File: src/hdl/lazy_segment_tree_range_add_sum_unit_defines.svh
// Assertion macros for the lazy segment tree range add/sum unit.
// Used by the top level; expects clk and arst_n in the scope of use.
`ifndef LAZY_SEGMENT_TREE_RANGE_ADD_SUM_UNIT_DEFINES_SVH
`define LAZY_SEGMENT_TREE_RANGE_ADD_SUM_UNIT_DEFINES_SVH
`ifndef SYNTHESIS
`define LST_ASSERT_IMP(lbl, ante, cons, msg) \
	lbl: assert property (@(posedge clk) disable iff (!arst_n) (ante) |-> (cons)) \
		else $error(msg);
`define LST_ASSERT_NXT(lbl, ante, cons, msg) \
	lbl: assert property (@(posedge clk) disable iff (!arst_n) (ante) |=> (cons)) \
		else $error(msg);
`else
`define LST_ASSERT_IMP(lbl, ante, cons, msg)
`define LST_ASSERT_NXT(lbl, ante, cons, msg)
`endif
`endif

File: src/hdl/lst_pkg.sv
// Shared types and constants for the lazy segment tree range add/sum unit.
// No dependencies; imported by every module of the unit.
package lst_pkg;
	localparam int MAX_ELEMENTS = 1024;
	localparam int IDX_W = 10;
	localparam int CNT_W = 11;
	localparam int NODE_W = 11;
	localparam int NODE_COUNT = 2 * MAX_ELEMENTS;
	localparam int STK_DEPTH = 10;
	localparam int SP_W = 4;
	localparam int CQ_DEPTH = 4;
	localparam logic [CNT_W-1:0] COUNT_RESET = 11'd1024;
	localparam logic [CNT_W-1:0] COUNT_MAX = 11'd1024;

	localparam logic [1:0] MODE_LOAD = 2'd0;
	localparam logic [1:0] MODE_ADD = 2'd1;
	localparam logic [1:0] MODE_SUM = 2'd2;
	localparam logic [1:0] MODE_BAD = 2'd3;

	typedef enum logic [1:0] {
		K_LOAD = 2'd0,
		K_ADD  = 2'd1,
		K_SUM  = 2'd2,
		K_ERR  = 2'd3
	} kind_t;

	typedef struct packed {
		logic [1:0]        mode;
		logic [IDX_W-1:0]  first_index;
		logic [IDX_W-1:0]  last_index;
		logic signed [31:0] operand_value;
	} req_t;

	typedef struct packed {
		logic signed [31:0] range_sum;
		logic               range_error;
	} rsp_t;

	typedef struct packed {
		kind_t            kind;
		logic [IDX_W-1:0] f;
		logic [IDX_W-1:0] t;
		logic [31:0]      v;
		logic [IDX_W-1:0] last;
	} cmd_t;

	typedef struct packed {
		logic [NODE_W-1:0] node;
		logic [IDX_W-1:0]  lo;
		logic [IDX_W-1:0]  hi;
		logic              phase;
		logic [31:0]       sum_l;
	} frame_t;
endpackage

File: src/hdl/lst_out_q.sv
// Result queue between the tree walker and the result ports.
// Depends on lst_pkg.
module lst_out_q (
	input  logic          clk,
	input  logic          arst_n,
	input  logic          res_valid,
	input  lst_pkg::rsp_t res,
	output logic          res_ready,
	output logic          empty,
	input  logic          pop,
	output lst_pkg::rsp_t rsp
);
	import lst_pkg::*;

	rsp_t       q_q [2];
	logic [1:0] fill_q;
	logic       wr_ptr_q;
	logic       rd_ptr_q;
	logic       do_push;
	logic       do_pop;

	assign res_ready = (fill_q != 2'd2);
	assign empty = (fill_q == 2'd0);
	assign do_push = res_valid && res_ready;
	assign do_pop = pop && !empty;
	assign rsp = q_q[rd_ptr_q];

	always_ff @(posedge clk or negedge arst_n) begin
		if (!arst_n) begin
			fill_q <= '0;
			wr_ptr_q <= 1'b0;
			rd_ptr_q <= 1'b0;
		end else begin
			if (do_push) begin
				wr_ptr_q <= !wr_ptr_q;
			end
			if (do_pop) begin
				rd_ptr_q <= !rd_ptr_q;
			end
			fill_q <= fill_q + 2'(do_push) - 2'(do_pop);
		end
	end

	always_ff @(posedge clk) begin
		if (do_push) begin
			q_q[wr_ptr_q] <= res;
		end
	end
endmodule

File: config.mk
export PLATFORM = sky130hd
export DESIGN_NAME = lst_out_q
export DESIGN_NICKNAME = d
export VERILOG_FILES = /design/src/hdl/lazy_segment_tree_range_add_sum_unit_defines.svh /design/src/hdl/lst_pkg.sv /design/src/hdl/lst_out_q.sv
export SDC_FILE = /design/constraint.sdc
export NUM_CORES = 1
export LEC_CHECK = 0
export ABC_AREA = 1
export ABC_CLOCK_PERIOD_IN_PS = 6100
export BUFFER_PORTS_ARGS = -buffer_cell sky130_fd_sc_hd__buf_2
export CAP_MARGIN = 10
export CORE_ASPECT_RATIO = 0.7
export CORE_UTILIZATION = 33
export DETAILED_ROUTE_END_ITERATION = 16
export PLACE_DENSITY_LB_ADDON = 0.1
export SLEW_MARGIN = 20
export SYNTH_ARGS = -nofsm -noshare
export SYNTH_HDL_FRONTEND = slang
export SYNTH_SLANG_ARGS = --single-unit
File: constraint.sdc
create_clock -name clk -period 6.1 [get_ports clk]
set_clock_uncertainty 0.05 [all_clocks]
set_input_delay 0.305 -clock clk [delete_from_list [all_inputs] [get_ports clk]]
set_output_delay 0.305 -clock clk [all_outputs]
set_load 0.02 [all_outputs]
==> results of run 1 <==
[timing repair]
item,CTS,global route
hold endpoints to repair,4,0
endpoints found under the setup margin,0,0
hold buffers,1,0
[final timing paths]
kind / to / from / depth (start not counted)
max reg2reg: q_q[1][28] / fill_q[0] / 4
max: rsp[29] / rd_ptr_q / 5
max in group asynchronous: fill_q[0] / arst_n / 2
min: q_q[0][12] / res[12] / 1
min reg2reg: wr_ptr_q / wr_ptr_q / 2
min in group asynchronous: rd_ptr_q / arst_n / 2
[routing by layer]
layer / vias up / share of wire [%] / track usage (%)
li1: 830 / - / -
met1: 712 / 49 / 18.21
met2: 60 / 41 / 17.88
met3: 6 / 8.3 / 5.546
met4: 0 / 1.2 / 4.400
met5: - / 0 / 0
[kinds of logic after synthesis]
kind of cell / Yosys count / share of synthesized area [%]
buffers and inverters: 17 / 4.462
and+or+nand+nor: 116 / 17.25
adders and majority gates: 2 / 0.9297
DFF: 70 / 77.36
[layout make-up]
type | count | area [sq um] | area share [%]
Sequential cell | 70 | 2082 | 61.27
Multi-Input combinational cell | 118 | 496.7 | 14.62
Timing Repair Buffer | 74 | 380.4 | 11.19
Clock buffer | 10 | 229.0 | 6.738
Tap cell | 101 | 126.4 | 3.719
Inverter | 10 | 45.04 | 1.325
Clock inverter | 3 | 38.79 | 1.141
[worst max-delay path, stage by stage, from the launching register on]
cell and delay, ns:
dfrtp_1 0.57, buf_4 0.38, inv_8 0.17, nand2_1 0.09
nand2_1 0.07, buf_2 0.16
[state kept, by name, summed over array words and instances, names as in the netlist]
register  flops
fill_q        2
q_q          66
rd_ptr_q      1
wr_ptr_q      1
[Yosys cell counts]
| cell type | number |
|---|---|
| nor2_1 | 1 |
| edfxtp_1 | 66 |
| inv_1 | 9 |
| dfrtp_1 | 4 |
| nand3_1 | 3 |
| buf_6 | 4 |
| nand2_2 | 10 |
| nand2_1 | 102 |
| inv_8 | 1 |
| buf_8 | 1 |
| buf_4 | 2 |
| ha_1 | 2 |
[stage by stage]
stage          std cells  utilization, %  hold slack [ns]  area [sq um]
5_1_grt              386           43.17           0.1064          3398
3_5_place_dp         372           39.64          0.07072          3120
4_1_cts              386           43.17           0.1088          3398
2_1_floorplan        205               -         -0.04059          2691
6_report             386           43.17           0.1218          3398
3_3_place_gp         372           39.64          0.07110          3120
[power breakdown]
| part | switching [mW] | total, mW | internal, mW |
|---|---|---|---|
| Clock | 0.169 | 0.476 | 0.307 |
| Combinational | 0.429 | 0.600 | 0.171 |
| Sequential | 0.0386 | 0.698 | 0.659 |
| Total | 0.636 | 1.77 | 1.14 |
==> flow_summary.ini, run 1 <==
[outcome]
status = finished, final reports clean

[logic_synthesis]
syn_inst = 205
syn_area_sq_mm = 0.002691
yosysSeqAreaShare_pct = 77.36
syn-mean-instance-area_sq_um = 13.13
ys_ff_latch = 70
synth_cell_types = 12
yosys-top-cells-area = edfxtp_1 74%, nand2_1 14%, dfrtp_1 3.7%
synth_top_cell_area_share_pct = 73.64
syn_nets = 244
yosysWarningCount = 0
synth_area_leader_cell = edfxtp_1

[pwr]
p_per_area_mw_per_mm2 = 521.9
design_power_total_mw = 1.774
p_leak_nw = 1.502
peakVddDrop_uv = 214.3

[placed_design]
gp_congestion = 0.6972
dp.final_hpwl_mm = 3.226
io_buffers = 71
place_ws_ns = 4.258

[critical_path]
critical_path_class = flip-flop to primary output
rrSetupSlack_ns = 4.31
critPathCaptureType = primary output
arrival_ns = 1.77
worstPathRequired_ns = 5.74
start_kind = flip-flop
path_max_fanout = 34

[cells_and_area]
layout_common_cells = 102 x nand2_1, 71 x buf_2, 66 x edfxtp_1
area_growth_pct = 26.27
nets = 322
layout-drive-gt1-share_pct = 33.68
final_common_cell = nand2_1
antenna_cells = 0
fill_cells = 773

[global_route]
gr-usage-all-layers_pct = 13.00
antenna_found_initial = 0
grt_max_degree = 35
grt_pass1_wl_mm = 7.900
grt_pass1_vias = 1540
overflow = 0

[sta]
timing.fmax_ghz = 0.4708
finalWorstSetupSlack_ns = 3.976
setup_viol = 0
period_share_pct = 34.82
rsz0062_at_grt = no
final.setup.tns_ns = 0
period_needed_ns = 2.124
hold_viol_final = 0
relSlewSlack_pct = 37.25
tightest_slew_ns = 0.9390
drv_slew = 0

[drt]
drt_iter0_drc = 75
drcViolationCount = 0
dr.pass1.iters = 4
routed_wl_mm = 5.062
dr_total_vias = 1608
drt-wirelength-per-cell_um = 13.11
ant_nets = 0
via_per_inst = 4.166

[run]
maxCapViolations = 0

[cts]
cts_tree = done
cts_resized = 0
h-tree-depth = 3
numCtsBuffers = 9
clockBufferDepth = 2
clk_pin_slew_worst_paths_ns = 0.05
cts_setup_buffers = 0
clock_latency_ns = 0.32
root_buffer = clkbuf_16
cts.sinks = 70

[die]
initial_core_util_pct = 34.19
die-area_sq_mm = 0.008526
die_w_um = 109.9
die_h_um = 77.56
core_sq_mm = 0.007871
io_pins = 72
rows = 27

[worst_hold_path]
hold_class = input port to flip-flop
(Power assumes the default switching activity.)
==> run 2, diff against run 1 <==
Settings changed: ABC_CLOCK_PERIOD_IN_PS 6100 to 2200.
Clock period 6.1 ns to 2.2 ns, I/O delays scaled along.
==> run 2 against run 1 <==
Compared with the run above:
- combinational power rose to 2.9 times the previous value
- worst setup slack lost 3.6 ns
- critical path type unchanged
- non-clock buffer count increased by 37
- total power increased to 2.8 times the previous value
- count of clock-buffer cells in the layout decreased by 1
- largest cell class unchanged
- register-to-register slack lost 3.6 ns
==> flow_summary.ini, run 2 (same netlist as run 1, synthesis figures left out) <==
[pwr]
p_leak_nw = 1.672
design_power_total_mw = 5.051
peakVddDrop_uv = 661.8
p_per_area_mw_per_mm2 = 1336

[drt]
drt-wirelength-per-cell_um = 12.52
drt_iter0_drc = 59
ant_nets = 0
met2WireLength_mm = 2.337
via_per_inst = 4.094
wl_met1_mm = 2.573
dr_total_vias = 1744
drcViolationCount = 0
dr.pass1.iters = 4
dr_wl_met3_um = 387
top_layer_used = met4
routed_wl_mm = 5.335

[die]
initial_core_util_pct = 34.19
die-area_sq_mm = 0.008526
io_pins = 72
rows = 27
die_h_um = 77.56
core_sq_mm = 0.007871
die_w_um = 109.9

[cts]
clk_pin_slew_worst_paths_ns = 0.05
clock_latency_ns = 0.32
root_buffer = clkbuf_16
cts_tree = done
clockBufferDepth = 2
cts.sinks = 70
h-tree-depth = 3
numCtsBuffers = 9

[sta]
hold_viol_final = 0
period_share_pct = 81.68
drv_slew = 0
setup_viol = 0
final.setup.tns_ns = 0
period_needed_ns = 1.797
rsz0062_at_grt = no
relSlewSlack_pct = 62.78
finalWorstSetupSlack_ns = 0.4030
tightest_slew_ns = 0.5583
timing.fmax_ghz = 0.5565

[global_route]
antenna_found_initial = 0
gr-usage-all-layers_pct = 13.96
grt_max_degree = 35
grt_pass1_vias = 1687
overflow = 0
grt_pass1_wl_mm = 8.514

[placed_design]
dp.final_hpwl_mm = 3.373
dp.cells = 376
gp_congestion = 0.6861
io_buffers = 71
place_ws_ns = 0.6991

[critical_path]
arrival_ns = 1.64
worstPathRequired_ns = 2.04
slowest_stage = dfrtp_1
crit_path_cell_trace = buf_4 -> nand2_1 -> nand2_1 -> buf_2
path_max_fanout = 14
max_stage_delay_ns = 0.69
critical_path_class = flip-flop to primary output
start_kind = flip-flop
critPathCaptureType = primary output
worst_path_most_repeated_cell = nand2_1

[cells_and_area]
layout_common_cells = 102 x nand2_1, 71 x buf_2, 66 x edfxtp_1
antenna_cells = 0
final_cells = 426
final_common_cell = nand2_1
fill_cells = 738
layout-drive-gt1-share_pct = 32.00
reg_top3 = q_q: 66 flops, fill_q: 2 flops
area_growth_pct = 40.49
final_util_pct = 48.04
largest_register = q_q
largest_reg_flops = 66
nets = 359

[outcome]
status = finished, final reports clean

[run]
maxCapViolations = 0

[worst_hold_path]
hold_class = input port to flip-flop
==> run 2: cell types whose count changed in the layout (fill, tap and decap cells not counted) <==
cell,change
dlygate4sd3_1,+33
buf_4,+4
clkinv_2,+2
clkbuf_1,-1
clkinv_4,+1
clkinvlp_4,+1
==> run 2: worst max-delay path, delay by kind of cell (launching register included) <==
family / cells / cell delay [ns]
buf+inv: 2 / 0.47
flops: 1 / 0.69
simple gates: 2 / 0.15
==> run 2: worst paths after layout <==
| check | endpoint | start | cells past startpoint | slack, ns |
|---|---|---|---|---|
| worst max-delay path | rsp[3] | rd_ptr_q | 4 | 0.40 |
| worst min-delay path | rd_ptr_q | pop | 3 | 0.02 |
| worst max register to register | fill_q[1] | fill_q[1] | 7 | 0.74 |
| worst min register to register | wr_ptr_q | wr_ptr_q | 2 | 0.43 |
| max in group asynchronous | fill_q[0] | arst_n | 2 | 1.87 |
| min in group asynchronous | rd_ptr_q | arst_n | 2 | 0.09 |
==> run 2: timing repair <==
action                                  CTS  global route
hold buffers                             34             0
endpoints found under the setup margin    0             0
resized for setup                         0             0
buffers inserted                          0             0
hold endpoints to repair                 70             0
==> run 2: final cells by class <==
cell class              instances  area [sq um]  share of cell area [%]
inverters                      10         45.04                   1.191
repair buffers                111         740.7                   19.59
well taps                     101         126.4                   3.342
clock buffers                   9         225.2                   5.956
multi-input cells             118         496.7                   13.14
flip-flops and latches         70          2082                   55.06
clock inverters                 7         65.06                   1.721
==> run 2: report_power, final <==
part | leakage, nW | switching [mW] | total (mW) | internal [mW]
registers | 0.662 | 0.122 | 1.94 | 1.82
logic | 0.867 | 1.19 | 1.73 | 0.547
clock network | 0.143 | 0.504 | 1.37 | 0.867
total | 1.67 | 1.81 | 5.05 | 3.24
==> run 2: metal layers <==
layer  vias to the layer above  global-route usage (%)
met1                       789                   17.80
met4                         0                   4.000
li1                        905                       -
met3                         5                   7.815
met5                         -                       0
met2                        45                   20.19
==> run 2: through the flow <==
| stage | area, sq um | hold WS (ns) |
|---|---|---|
| 6_report | 3781 | 0.01854 |
| 3_3_place_gp | 3151 | -0.1121 |
| 4_1_cts | 3781 | 0.008156 |
| 2_1_floorplan | 2694 | -0.2356 |
| 3_5_place_dp | 3151 | -0.1140 |
| 5_1_grt | 3781 | 0.01534 |
