## src/hdl/lazy_segment_tree_range_add_sum_unit_defines.svh

```systemverilog
// Assertion macros for the lazy segment tree range add/sum unit.
// Used by the top level; expects clk and arst_n in the scope of use.
`ifndef LAZY_SEGMENT_TREE_RANGE_ADD_SUM_UNIT_DEFINES_SVH
`define LAZY_SEGMENT_TREE_RANGE_ADD_SUM_UNIT_DEFINES_SVH
`ifndef SYNTHESIS
`define LST_ASSERT_IMP(lbl, ante, cons, msg) \
	lbl: assert property (@(posedge clk) disable iff (!arst_n) (ante) |-> (cons)) \
		else $error(msg);
`define LST_ASSERT_NXT(lbl, ante, cons, msg) \
	lbl: assert property (@(posedge clk) disable iff (!arst_n) (ante) |=> (cons)) \
		else $error(msg);
`else
`define LST_ASSERT_IMP(lbl, ante, cons, msg)
`define LST_ASSERT_NXT(lbl, ante, cons, msg)
`endif
`endif

```

## src/hdl/lst_pkg.sv

```systemverilog
// Shared types and constants for the lazy segment tree range add/sum unit.
// No dependencies; imported by every module of the unit.
package lst_pkg;
	localparam int MAX_ELEMENTS = 1024;
	localparam int IDX_W = 10;
	localparam int CNT_W = 11;
	localparam int NODE_W = 11;
	localparam int NODE_COUNT = 2 * MAX_ELEMENTS;
	localparam int STK_DEPTH = 10;
	localparam int SP_W = 4;
	localparam int CQ_DEPTH = 4;
	localparam logic [CNT_W-1:0] COUNT_RESET = 11'd1024;
	localparam logic [CNT_W-1:0] COUNT_MAX = 11'd1024;

	localparam logic [1:0] MODE_LOAD = 2'd0;
	localparam logic [1:0] MODE_ADD = 2'd1;
	localparam logic [1:0] MODE_SUM = 2'd2;
	localparam logic [1:0] MODE_BAD = 2'd3;

	typedef enum logic [1:0] {
		K_LOAD = 2'd0,
		K_ADD  = 2'd1,
		K_SUM  = 2'd2,
		K_ERR  = 2'd3
	} kind_t;

	typedef struct packed {
		logic [1:0]        mode;
		logic [IDX_W-1:0]  first_index;
		logic [IDX_W-1:0]  last_index;
		logic signed [31:0] operand_value;
	} req_t;

	typedef struct packed {
		logic signed [31:0] range_sum;
		logic               range_error;
	} rsp_t;

	typedef struct packed {
		kind_t            kind;
		logic [IDX_W-1:0] f;
		logic [IDX_W-1:0] t;
		logic [31:0]      v;
		logic [IDX_W-1:0] last;
	} cmd_t;

	typedef struct packed {
		logic [NODE_W-1:0] node;
		logic [IDX_W-1:0]  lo;
		logic [IDX_W-1:0]  hi;
		logic              phase;
		logic [31:0]       sum_l;
	} frame_t;
endpackage

```

## src/hdl/lst_front.sv

```systemverilog
// Front part: element count register, request check and command queue.
// Depends on lst_pkg.
module lst_front (
	input  logic                clk,
	input  logic                arst_n,
	input  logic                push,
	output logic                full,
	input  lst_pkg::req_t       req,
	input  logic                cfg_we,
	input  logic [10:0]         cfg_wdata,
	input  logic                hold,
	output logic                cmd_valid,
	output lst_pkg::cmd_t       cmd,
	input  logic                cmd_ready
);
	import lst_pkg::*;

	logic [CNT_W-1:0] count_q;
	logic [CNT_W-1:0] n;
	logic [IDX_W-1:0] last;
	cmd_t             cls;
	cmd_t             q_q [CQ_DEPTH];
	logic [2:0]       fill_q;
	logic [1:0]       wr_ptr_q;
	logic [1:0]       rd_ptr_q;
	logic             do_push;
	logic             do_pop;

	always_comb begin
		if (count_q == '0) begin
			n = 11'd1;
		end else if (count_q > COUNT_MAX) begin
			n = COUNT_MAX;
		end else begin
			n = count_q;
		end
		last = IDX_W'(n - 11'd1);
		cls.f = req.first_index;
		cls.t = req.last_index;
		cls.v = req.operand_value;
		cls.last = last;
		case (req.mode)
			MODE_LOAD: begin
				cls.t = req.first_index;
				cls.kind = ({1'b0, req.first_index} >= n) ? K_ERR : K_LOAD;
			end
			MODE_ADD, MODE_SUM: begin
				if (req.first_index > req.last_index || {1'b0, req.last_index} >= n) begin
					cls.kind = K_ERR;
				end else begin
					cls.kind = (req.mode == MODE_ADD) ? K_ADD : K_SUM;
				end
			end
			default: cls.kind = K_ERR;
		endcase
	end

	assign full = (fill_q == 3'(CQ_DEPTH)) || hold;
	assign do_push = push && !full;
	assign cmd_valid = (fill_q != '0);
	assign do_pop = cmd_valid && cmd_ready;
	assign cmd = q_q[rd_ptr_q];

	always_ff @(posedge clk or negedge arst_n) begin
		if (!arst_n) begin
			count_q <= COUNT_RESET;
			fill_q <= '0;
			wr_ptr_q <= '0;
			rd_ptr_q <= '0;
		end else begin
			if (cfg_we) begin
				count_q <= cfg_wdata;
			end
			if (do_push) begin
				wr_ptr_q <= wr_ptr_q + 2'd1;
			end
			if (do_pop) begin
				rd_ptr_q <= rd_ptr_q + 2'd1;
			end
			fill_q <= fill_q + 3'(do_push) - 3'(do_pop);
		end
	end

	always_ff @(posedge clk) begin
		if (do_push) begin
			q_q[wr_ptr_q] <= cls;
		end
	end
endmodule

```

## config.mk

```make
export PLATFORM = sky130hd
export DESIGN_NAME = lst_front
export DESIGN_NICKNAME = d
export VERILOG_FILES = /design/src/hdl/lazy_segment_tree_range_add_sum_unit_defines.svh /design/src/hdl/lst_pkg.sv /design/src/hdl/lst_front.sv
export SDC_FILE = /design/constraint.sdc
export NUM_CORES = 1
export LEC_CHECK = 0
export ABC_AREA = 1
export BUFFER_PORTS_ARGS = -buffer_cell sky130_fd_sc_hd__buf_2
export CAP_MARGIN = 10
export CORE_ASPECT_RATIO = 1.5
export CORE_MARGIN = 2
export CORE_UTILIZATION = 37
export CTS_CLUSTER_DIAMETER = 80
export DETAILED_ROUTE_END_ITERATION = 8
export GPL_TIMING_DRIVEN = 0
export PLACE_DENSITY = 0.54
export SETUP_SLACK_MARGIN = 0.5
export SLEW_MARGIN = 30
export SYNTH_ARGS = -nofsm -noshare
export SYNTH_HDL_FRONTEND = slang
export SYNTH_SLANG_ARGS = --single-unit
```

## constraint.sdc

```tcl
create_clock -name clk -period 4.55 [get_ports clk]
set_input_delay 0.455 -clock clk [delete_from_list [all_inputs] [get_ports clk]]
set_output_delay 0.455 -clock clk [all_outputs]
set_load 0.02 [all_outputs]
```

==> run metrics, run 1 <==
R2R Path Start=count_q[5]; share of layout cells above drive strength 1=0.209; H-Tree Depth=1; CTS sink count=between 200 and 300; Final min period=3100 ps; Die Span Y=roughly 220 µm; #FFs+latches synth=approximately 270; Reg2Reg Depth=16; RSZ-0062 raised after global routing=false; Layout area overhead=22.0%; Post-DP HPWL=around 19000 µm; initial core utilization=0.377; final hold viol count=0; critical path type=reg -> out; IO buf count=around 140; worst slack, placed=1790 ps; hold path startpoint=cfg_wdata[8]; clock slew at reported path FFs=roughly 60 ps; status=finished clean; CP startpoint=rd_ptr_q[0]; Nets=1188; CTS Buffer Depth=3; Final Routed Wirelength=~28000 µm; core area=around 30000 µm²; asr flop ratio synth=0.0657; Worst VDD drop=roughly 0.32 mV; critical-path maximum fanout=10; number of global-route vias before repair=about 7500; Wirelength per Cell=~19 µm; placed cell areas=roughly 13000 µm²; fin worst setup slack=approximately 1500 ps; worst min-delay path class=in -> reg; top cells by area, synth=edfxtp_1, o21ai_0, nor2_1; Avg Synthesized Cell Area=between 10 and 15 µm²; Max Clk Rate=~320 MHz; Final setup viols=0; slew margin rel.=0.528; first-pass GRT wire length=around 42000 µm; critical path launch point type=register; total CTS buffers=27; power density cells=just over 600 nW/µm²; final cycle utilization of the critical path=0.681; CP endpoint kind=output pin; final non-filler cell area=about 14000 µm²; DRT iter0 DRCs=366; Worst Path Required=4090 ps; Ys Warns=0; TritonCTS clock tree=built; worst slew pin tran=706 ps; Syn Nets=approximately 1000; Hold Path Cell Cnt=3; Tot GR Track Use=0.170; clock root cell=clkbuf_16; Congestion Overflow GR=0; die width=between 100 and 150 µm; Cell variety after synth=31; Worst-Skew Late Latency=540 ps; vias per inst=5.01; routed vias=approximately 7500; # DRC=0; Max-cap violations=0; largest net degree at the start of global routing=20; ys flop type=edfxtp_1; Final Max Tran Viols=0; Routability Congestion=between 0.7 and 0.8; cell count after synthesis=slightly below 900; Worst EP arrival=between 2000 and 3000 ps; die area=roughly 32000 µm²; Antenna Violating Nets Remaining=0; Synth top area share=0.672; Setup Skew=slightly below 20 ps; std cell rows=a little under 80; I/O Pins=137; Leakage=~5.1 nW; initial antenna violation count=1; sequential area share after synthesis=0.711; 1st-pass router iterations=5; number of flops mapped to enable cells by yosys=256; largest area contributor in the netlist=edfxtp_1; Cell Area, Synth=11400 µm²
[critical path: stages (launching register included)]
cell and delay [ps]:
dfrtp_1 420, buf_2 220, inv_1 100, buf_2 250
clkbuf_1 420, o21ai_0 160, o22ai_1 300, buf_2 230
[Yosys cell counts (all sizes together), types with 2 or more instances]
master	n
a21o	4
buf	13
nand4	3
o21ai	146
xnor2	3
mux2	8
nand3	13
dfrtp	17
nor2	154
nand2	64
inv	43
edfxtp	256
o211ai	2
a21oi	14
clkbuf	33
o21a	3
o41ai	4
ha	41
xor2	5
o22ai	64
[placed cells by master, fill, tap and decap left out, drive strengths merged, types with 2 or more instances in the layout]
master / instances
edfxtp: 256
buf: 163
nor2: 154
o21ai: 146
clkbuf: 68
o22ai: 64
nand2: 64
inv: 45
ha: 41
dfrtp: 17
a21oi: 14
nand3: 13
clkinv: 9
mux2: 8
xor2: 5
o41ai: 4
a21o: 4
bufinv: 4
nand4: 3
xnor2: 3
o21a: 3
o211ai: 2
[flip-flops by register name, summed over array words and instances (netlist names)]
register / flops
count_q: 11
rd_ptr_q: 2
q_q: 256
wr_ptr_q: 2
fill_q: 3
[layer usage]
metal / vias to the layer above / GRT usage / share of wire
li1: 3627 / - / -
met1: 3637 / 0.197 / 0.39
met2: 183 / 0.320 / 0.53
met3: 52 / 0.0200 / 0.041
met4: 0 / 0.0654 / 0.035
met5: - / 0 / 0
[cell type report]
class | instances | area (µm²)
clock buffer | 35 | 736
sequential | 274 | 8140
fill | 2787 | 16400
multi-input combinational | 531 | 2970
buffer | 46 | 201
clock inverter | 15 | 185
tap | 400 | 500
antenna | 1 | 2.50
inverter | 44 | 165
timing repair buffer | 151 | 1060
[metrics by stage]
| step | power [W] | setup TNS, ps | cells | utilization | hold slack [ps] |
|---|---|---|---|---|---|
| 3_3_place_gp | 0.00635 | -459180 | 1431 | 0.416 | 438 |
| 5_1_grt | 0.00910 | 0 | 1497 | 0.460 | 114 |
| 4_1_cts | 0.00875 | 0 | 1496 | 0.460 | 97.6 |
| 6_report | 0.00863 | 0 | 1497 | 0.460 | 121 |
| 2_1_floorplan | 0.00513 | 0 | 895 | - | 159 |
| 3_5_place_dp | 0.00646 | 0 | 1445 | 0.429 | 441 |
[power by group]
group	internal, W	switching [W]	leakage, nW	total [W]
clock	0.00137	0.000919	0.454	0.00229
combinational	0.000956	0.00223	2.16	0.00318
sequential	0.00308	0.0000796	2.53	0.00316
[kinds of logic after synthesis]
group	share of synthesized area
fa+ha+maj	0.0466
buf+inv	0.0320
flops	0.711
mux	0.00787
xor+xnor	0.00612
compound gates	0.114
simple gates	0.0824
[path summary, 6_finish.rpt]
path | to | slack [ps]
min in group asynchronous | wr_ptr_q[0] | 400
max | cmd[42] | 1450
max reg2reg | q_q[0][63] | 1800
min | count_q[8] | 120
min reg2reg | fill_q[0] | 510
max in group asynchronous | count_q[10] | 3800
[timing repair]
action,CTS,global route
endpoints found under the hold margin,17,0
gates resized for setup,0,0
setup buffers,0,0
endpoints found under the setup margin,0,0
hold buffers,1,0
(Power assumes the default switching activity.)
==> inputs of run 2 (changes only) <==
- clock period: 4.55 -> 2.88 ns (I/O delays scaled with it)
==> run metrics, run 2 (synthesized netlist as in run 1, its figures left out) <==
Cell Chain, Critical Path=nor2_2 -> nand2_1 -> nor2_2 -> nand2_2 -> nand2_4 -> nand2_2 -> ha_1 -> a21o_1 -> o21ai_1 -> nand2_1 -> nand2_1 -> nand2_2 -> a21oi_2 -> nand2_2; crit path to=q_q[2][62]; critical path launch point type=register; worst min-delay path class=in -> reg; Routability Congestion=0.807; # DRC=0; CP startpoint=count_q[4]; setup TNS=0 ps; initial core utilization=0.377; Worst-Skew Late Latency=roughly 550 ps; die width=148 µm; R2R Setup Slk=390 ps; I/O Pins=137; Largest stage delay, worst path=~480 ps; first-pass GRT wire length=44900 µm; Die Span Y=219 µm; reg2reg end=q_q[2][62]; Post-DP HPWL=roughly 19000 µm; Cell Count Post-Placement=about 1400; Tot GR Track Use=0.181; most frequent cells in the layout=edfxtp_1, nor2_1, o21ai_0; final hold viol count=0; total CTS buffers=27; clock root cell=clkbuf_16; Worst EP arrival=2790 ps; final cycle utilization of the critical path=0.866; critical-path maximum fanout=7; TritonCTS clock tree=built; antenna cells=0; biggest regs=q_q x256, count_q x11, fill_q x3; CTS Buffer Depth=3; critical path type=reg -> reg; core area=about 30000 µm²; die area=32400 µm²; Final Routed Wirelength=~31000 µm; Reg2Reg Depth=14; Biggest register=q_q; clock slew at reported path FFs=about 60 ps; Setup Skew=23.8 ps; crit-path most repeated cell=nand2_2; R2R Path Start=count_q[4]; largest net degree at the start of global routing=21; RSZ-0062 raised after global routing=true; CP endpoint kind=register; slew margin rel.=0.570; H-Tree Depth=1; Worst Path Required=roughly 3200 ps; Wirelength per Cell=slightly below 20 µm; fin util=0.542; flip-flop count of the largest register after layout=about 260; vias per inst=roughly 5.0; status=finished clean; share of layout cells above drive strength 1=0.385; Antenna Violating Nets Remaining=0; Max-cap violations=0; number of global-route vias before repair=between 7000 and 8000; Layout area overhead=43.6%; final non-filler cell area=roughly 16000 µm²; std cell rows=between 70 and 80; Leakage=between 6 and 7 nW; worst slack, placed=~120 ps; Final setup viols=0; most common cell after layout, fill and taps aside=edfxtp_1; Worst VDD drop=0.506 mV; Final Max Tran Viols=0; power density cells=995 nW/µm²; Layout Cells excl Fill=roughly 1600; initial antenna violation count=0; fin worst setup slack=slightly below 400 ps; IO buf count=between 100 and 150; Max Clk Rate=approximately 400 MHz; routed vias=7963; Congestion Overflow GR=0; worst slew pin tran=639 ps; Final min period=2490 ps; CTS sink count=274; placed cell areas=about 13000 µm²; slowest CP cell=dfrtp_2; DRT iter0 DRCs=roughly 410; Nets=1275; 1st-pass router iterations=5
-- run 2: cell count changes in the layout (fill, tap and decap cells not counted), sizes merged --
cell / previous run / this run
inv: 45 / 43
bufinv: 4 / 0
diode: 1 / 0
clkbuf: 68 / 77
clkinvlp: 1 / 3
buf: 163 / 204
dlygate4sd3: 1 / 44
clkinv: 9 / 7
-- run 2: worst max-delay path: cells and delay by family (launching register included) --
family / cells / cell delay (ps)
simple gates: 10 / 960
flops: 1 / 480
compound gates: 3 / 470
fa+ha+maj: 1 / 320
-- run 2: where the power goes --
group | switching [W] | internal, W
clock network | 0.00142 | 0.00181
registers | 0.000159 | 0.00487
logic | 0.00449 | 0.00360
total | 0.00607 | 0.0103
-- run 2: worst min-delay path by stage --
| stage | start | end | cells past startpoint |
|---|---|---|---|
| after global placement | arst_n | rd_ptr_q[1] | 1 |
| after CTS | req[51] | q_q[0][61] | 1 |
| after floorplan | arst_n | count_q[0] | 0 |
| after global routing | push | wr_ptr_q[0] | 3 |
| after detailed placement | arst_n | rd_ptr_q[1] | 1 |
| final | push | wr_ptr_q[0] | 3 |
-- run 2: what timing repair did --
| item | in CTS | in global routing |
|---|---|---|
| hold buffers | 44 | 0 |
| pin swaps | 31 | 62 |
| setup endpoints to repair | 154 | 77 |
| resized for setup | 203 | 287 |
| setup buffers | 21 | 9 |
| cloned | 8 | 6 |
| hold endpoints to repair | 156 | 0 |
-- run 2: layout make-up --
| cell class | instances | area (µm²) |
|---|---|---|
| flip-flops and latches | 274 | 8150 |
| plain buffers | 46 | 499 |
| clock inverters | 9 | 46.3 |
| clock buffers | 41 | 758 |
| repair buffers | 238 | 2380 |
| well taps | 400 | 500 |
| fillers | 2500 | 13900 |
| multi-input cells | 531 | 3930 |
| inverters | 44 | 175 |
-- run 2: metal layers --
metal  wire [µm]  global-route usage  vias to the layer above
li1            -                   -                     3822
met1       12200               0.215                     3914
met2       16800               0.334                      186
met3        1000              0.0200                       41
met4         911              0.0721                        0
met5           0                   0                        -
-- run 2: through the flow --
| stage | hold slack, ps | power, W |
|---|---|---|
| 2_1_floorplan | -7.59 | 0.00809 |
| 3_3_place_gp | 270 | 0.0100 |
| 3_5_place_dp | 278 | 0.0102 |
| 4_1_cts | 11.9 | 0.0149 |
| 5_1_grt | 29.1 | 0.0172 |
| 6_report | 25.7 | 0.0164 |
==> inputs of run 3 (changes only) <==
- CORE_MARGIN: 2 -> 1.5
- CORE_UTILIZATION: 37 -> 50
- PLACE_DENSITY: 0.54 -> 0.69
==> run metrics, run 3 (synthesized netlist as in run 1, its figures left out) <==
clock slew at reported path FFs=70 ps; number of global-route vias before repair=~8000; initial core utilization=0.511; crit-path most repeated cell=nand2_1; most common cell after layout, fill and taps aside=edfxtp_1; core area=about 22000 µm²; placed cell areas=approximately 13000 µm²; Biggest register=q_q; CP endpoint kind=register; initial antenna violation count=0; CTS sink count=approximately 270; largest net degree at the start of global routing=22; vias per inst=about 5.6; Leakage=approximately 5.6 nW; I/O Pins=roughly 140; fin util=0.665; final hold viol count=0; Nets=between 1000 and 1500; critical path launch point type=register; Final setup viols=0; Total Power=~0.014 W; Die Span Y=~190 µm; worst slew pin tran=644 ps; Worst EP arrival=2740 ps; slew margin rel.=0.570; power density cells=about 960 nW/µm²; first-pass GRT wire length=roughly 41000 µm; Cell Chain, Critical Path=buf_6 -> nor2_1 -> nand2_1 -> nor2_2 -> nand2_2 -> nand2_4 -> nand2_4 -> ha_1 -> a21o_1 -> o21ai_1 -> nand2_1 -> nand2_1 -> nand2_1 -> a21oi_2 -> nand2_2; clock root cell=clkbuf_16; Max Clk Rate=403 MHz; status=finished clean; Final Routed Wirelength=between 20000 and 30000 µm; # fillers=1584; Tot GR Track Use=0.222; # DRC=0; RSZ-0062 raised after global routing=true; Post-DP HPWL=between 15000 and 20000 µm; slowest CP cell=dfrtp_1; Antenna Violating Nets Remaining=0; die area=between 20000 and 25000 µm²; Wirelength per Cell=about 19 µm; antenna cells=0; Setup Skew=16.0 ps; Worst Path Required=about 3100 ps; Layout area overhead=30.1%; share of layout cells above drive strength 1=0.275; Routability Congestion=between 0.8 and 0.9; TritonCTS clock tree=built; 1st-pass router iterations=6; flip-flop count of the largest register after layout=roughly 260; Final Max Tran Viols=0; Max-cap violations=0; final non-filler cell area=around 15000 µm²; critical path type=reg -> reg; die width=127 µm; Worst VDD drop=0.615 mV; Congestion Overflow GR=0; CTS Buffer Depth=3; H-Tree Depth=1; Largest stage delay, worst path=about 370 ps; DRT iter0 DRCs=about 520; IO buf count=136; final cycle utilization of the critical path=0.862; std cell rows=67; biggest regs=q_q x256, count_q x11, fill_q x3; routed vias=just under 8000; most frequent cells in the layout=edfxtp_1, nor2_1, o21ai_0; Final min period=approximately 2500 ps; worst min-delay path class=in -> reg; Worst-Skew Late Latency=between 500 and 600 ps; critical-path maximum fanout=6; total CTS buffers=25
[run 3: path summary, 6_finish.rpt]
kind	start	end	slack (ps)	depth (start not counted)
setup / recovery	count_q[5]	q_q[2][62]	400	15
hold / removal	req[42]	q_q[0][52]	50	1
setup reg to reg	count_q[5]	q_q[2][62]	400	15
hold reg to reg	fill_q[0]	fill_q[0]	500	1
max in group asynchronous	arst_n	count_q[10]	2300	2
min in group asynchronous	arst_n	fill_q[1]	250	2
[run 3: report_power, final]
part | switching (W) | leakage (nW) | internal (W)
sequential | 0.000123 | 2.53 | 0.00487
combinational | 0.00362 | 2.65 | 0.00200
clock | 0.00138 | 0.451 | 0.00231
[run 3: area by class of cell]
| cell class | count | area [µm²] | area share |
|---|---|---|---|
| clock inverters | 19 | 300 | 0.0202 |
| multi-input cells | 531 | 3260 | 0.219 |
| well taps | 276 | 345 | 0.0232 |
| plain buffers | 46 | 345 | 0.0232 |
| inverters | 44 | 176 | 0.0118 |
| flip-flops and latches | 274 | 8140 | 0.547 |
| clock buffers | 26 | 629 | 0.0423 |
| repair buffers | 215 | 1700 | 0.114 |
[run 3: critical path, delay by kind of cell, from the launching register on]
kind | cells | cell delay [ps]
AO/OA/AOI/OAI | 3 | 470
adder cells (fa/ha/maj) | 1 | 300
buffers and inverters | 1 | 120
flip-flops | 1 | 370
AND/OR/NAND/NOR | 10 | 950
[run 3: what timing repair did]
action / CTS / global route
resized for setup: 102 / 48
gates cloned: 2 / 0
hold endpoints to repair: 156 / 0
buffers inserted: 18 / 2
hold buffers: 44 / 0
pin swaps: 20 / 9
setup endpoints to repair: 89 / 59
[run 3: routing by layer]
metal | vias to the layer above | global-route usage | wire (µm) | share of wire
met3 | 65 | 0.0264 | 1420 | 0.053
met4 | 0 | 0.102 | 1060 | 0.040
met2 | 300 | 0.410 | 14200 | 0.53
met1 | 3828 | 0.256 | 9970 | 0.37
met5 | - | 0 | 0 | 0
li1 | 3763 | - | - | -
[run 3: stage by stage]
stage          hold WS [ps]  setup TNS, ps  setup slack [ps]  instances
4_1_cts                36.8              0               423       1429
6_report               51.6              0               398       1431
2_1_floorplan         -7.59         -15510             -60.6        895
5_1_grt                48.7              0               270       1431
3_3_place_gp            259        -370300             -1500       1307
3_5_place_dp            257              0               168       1320
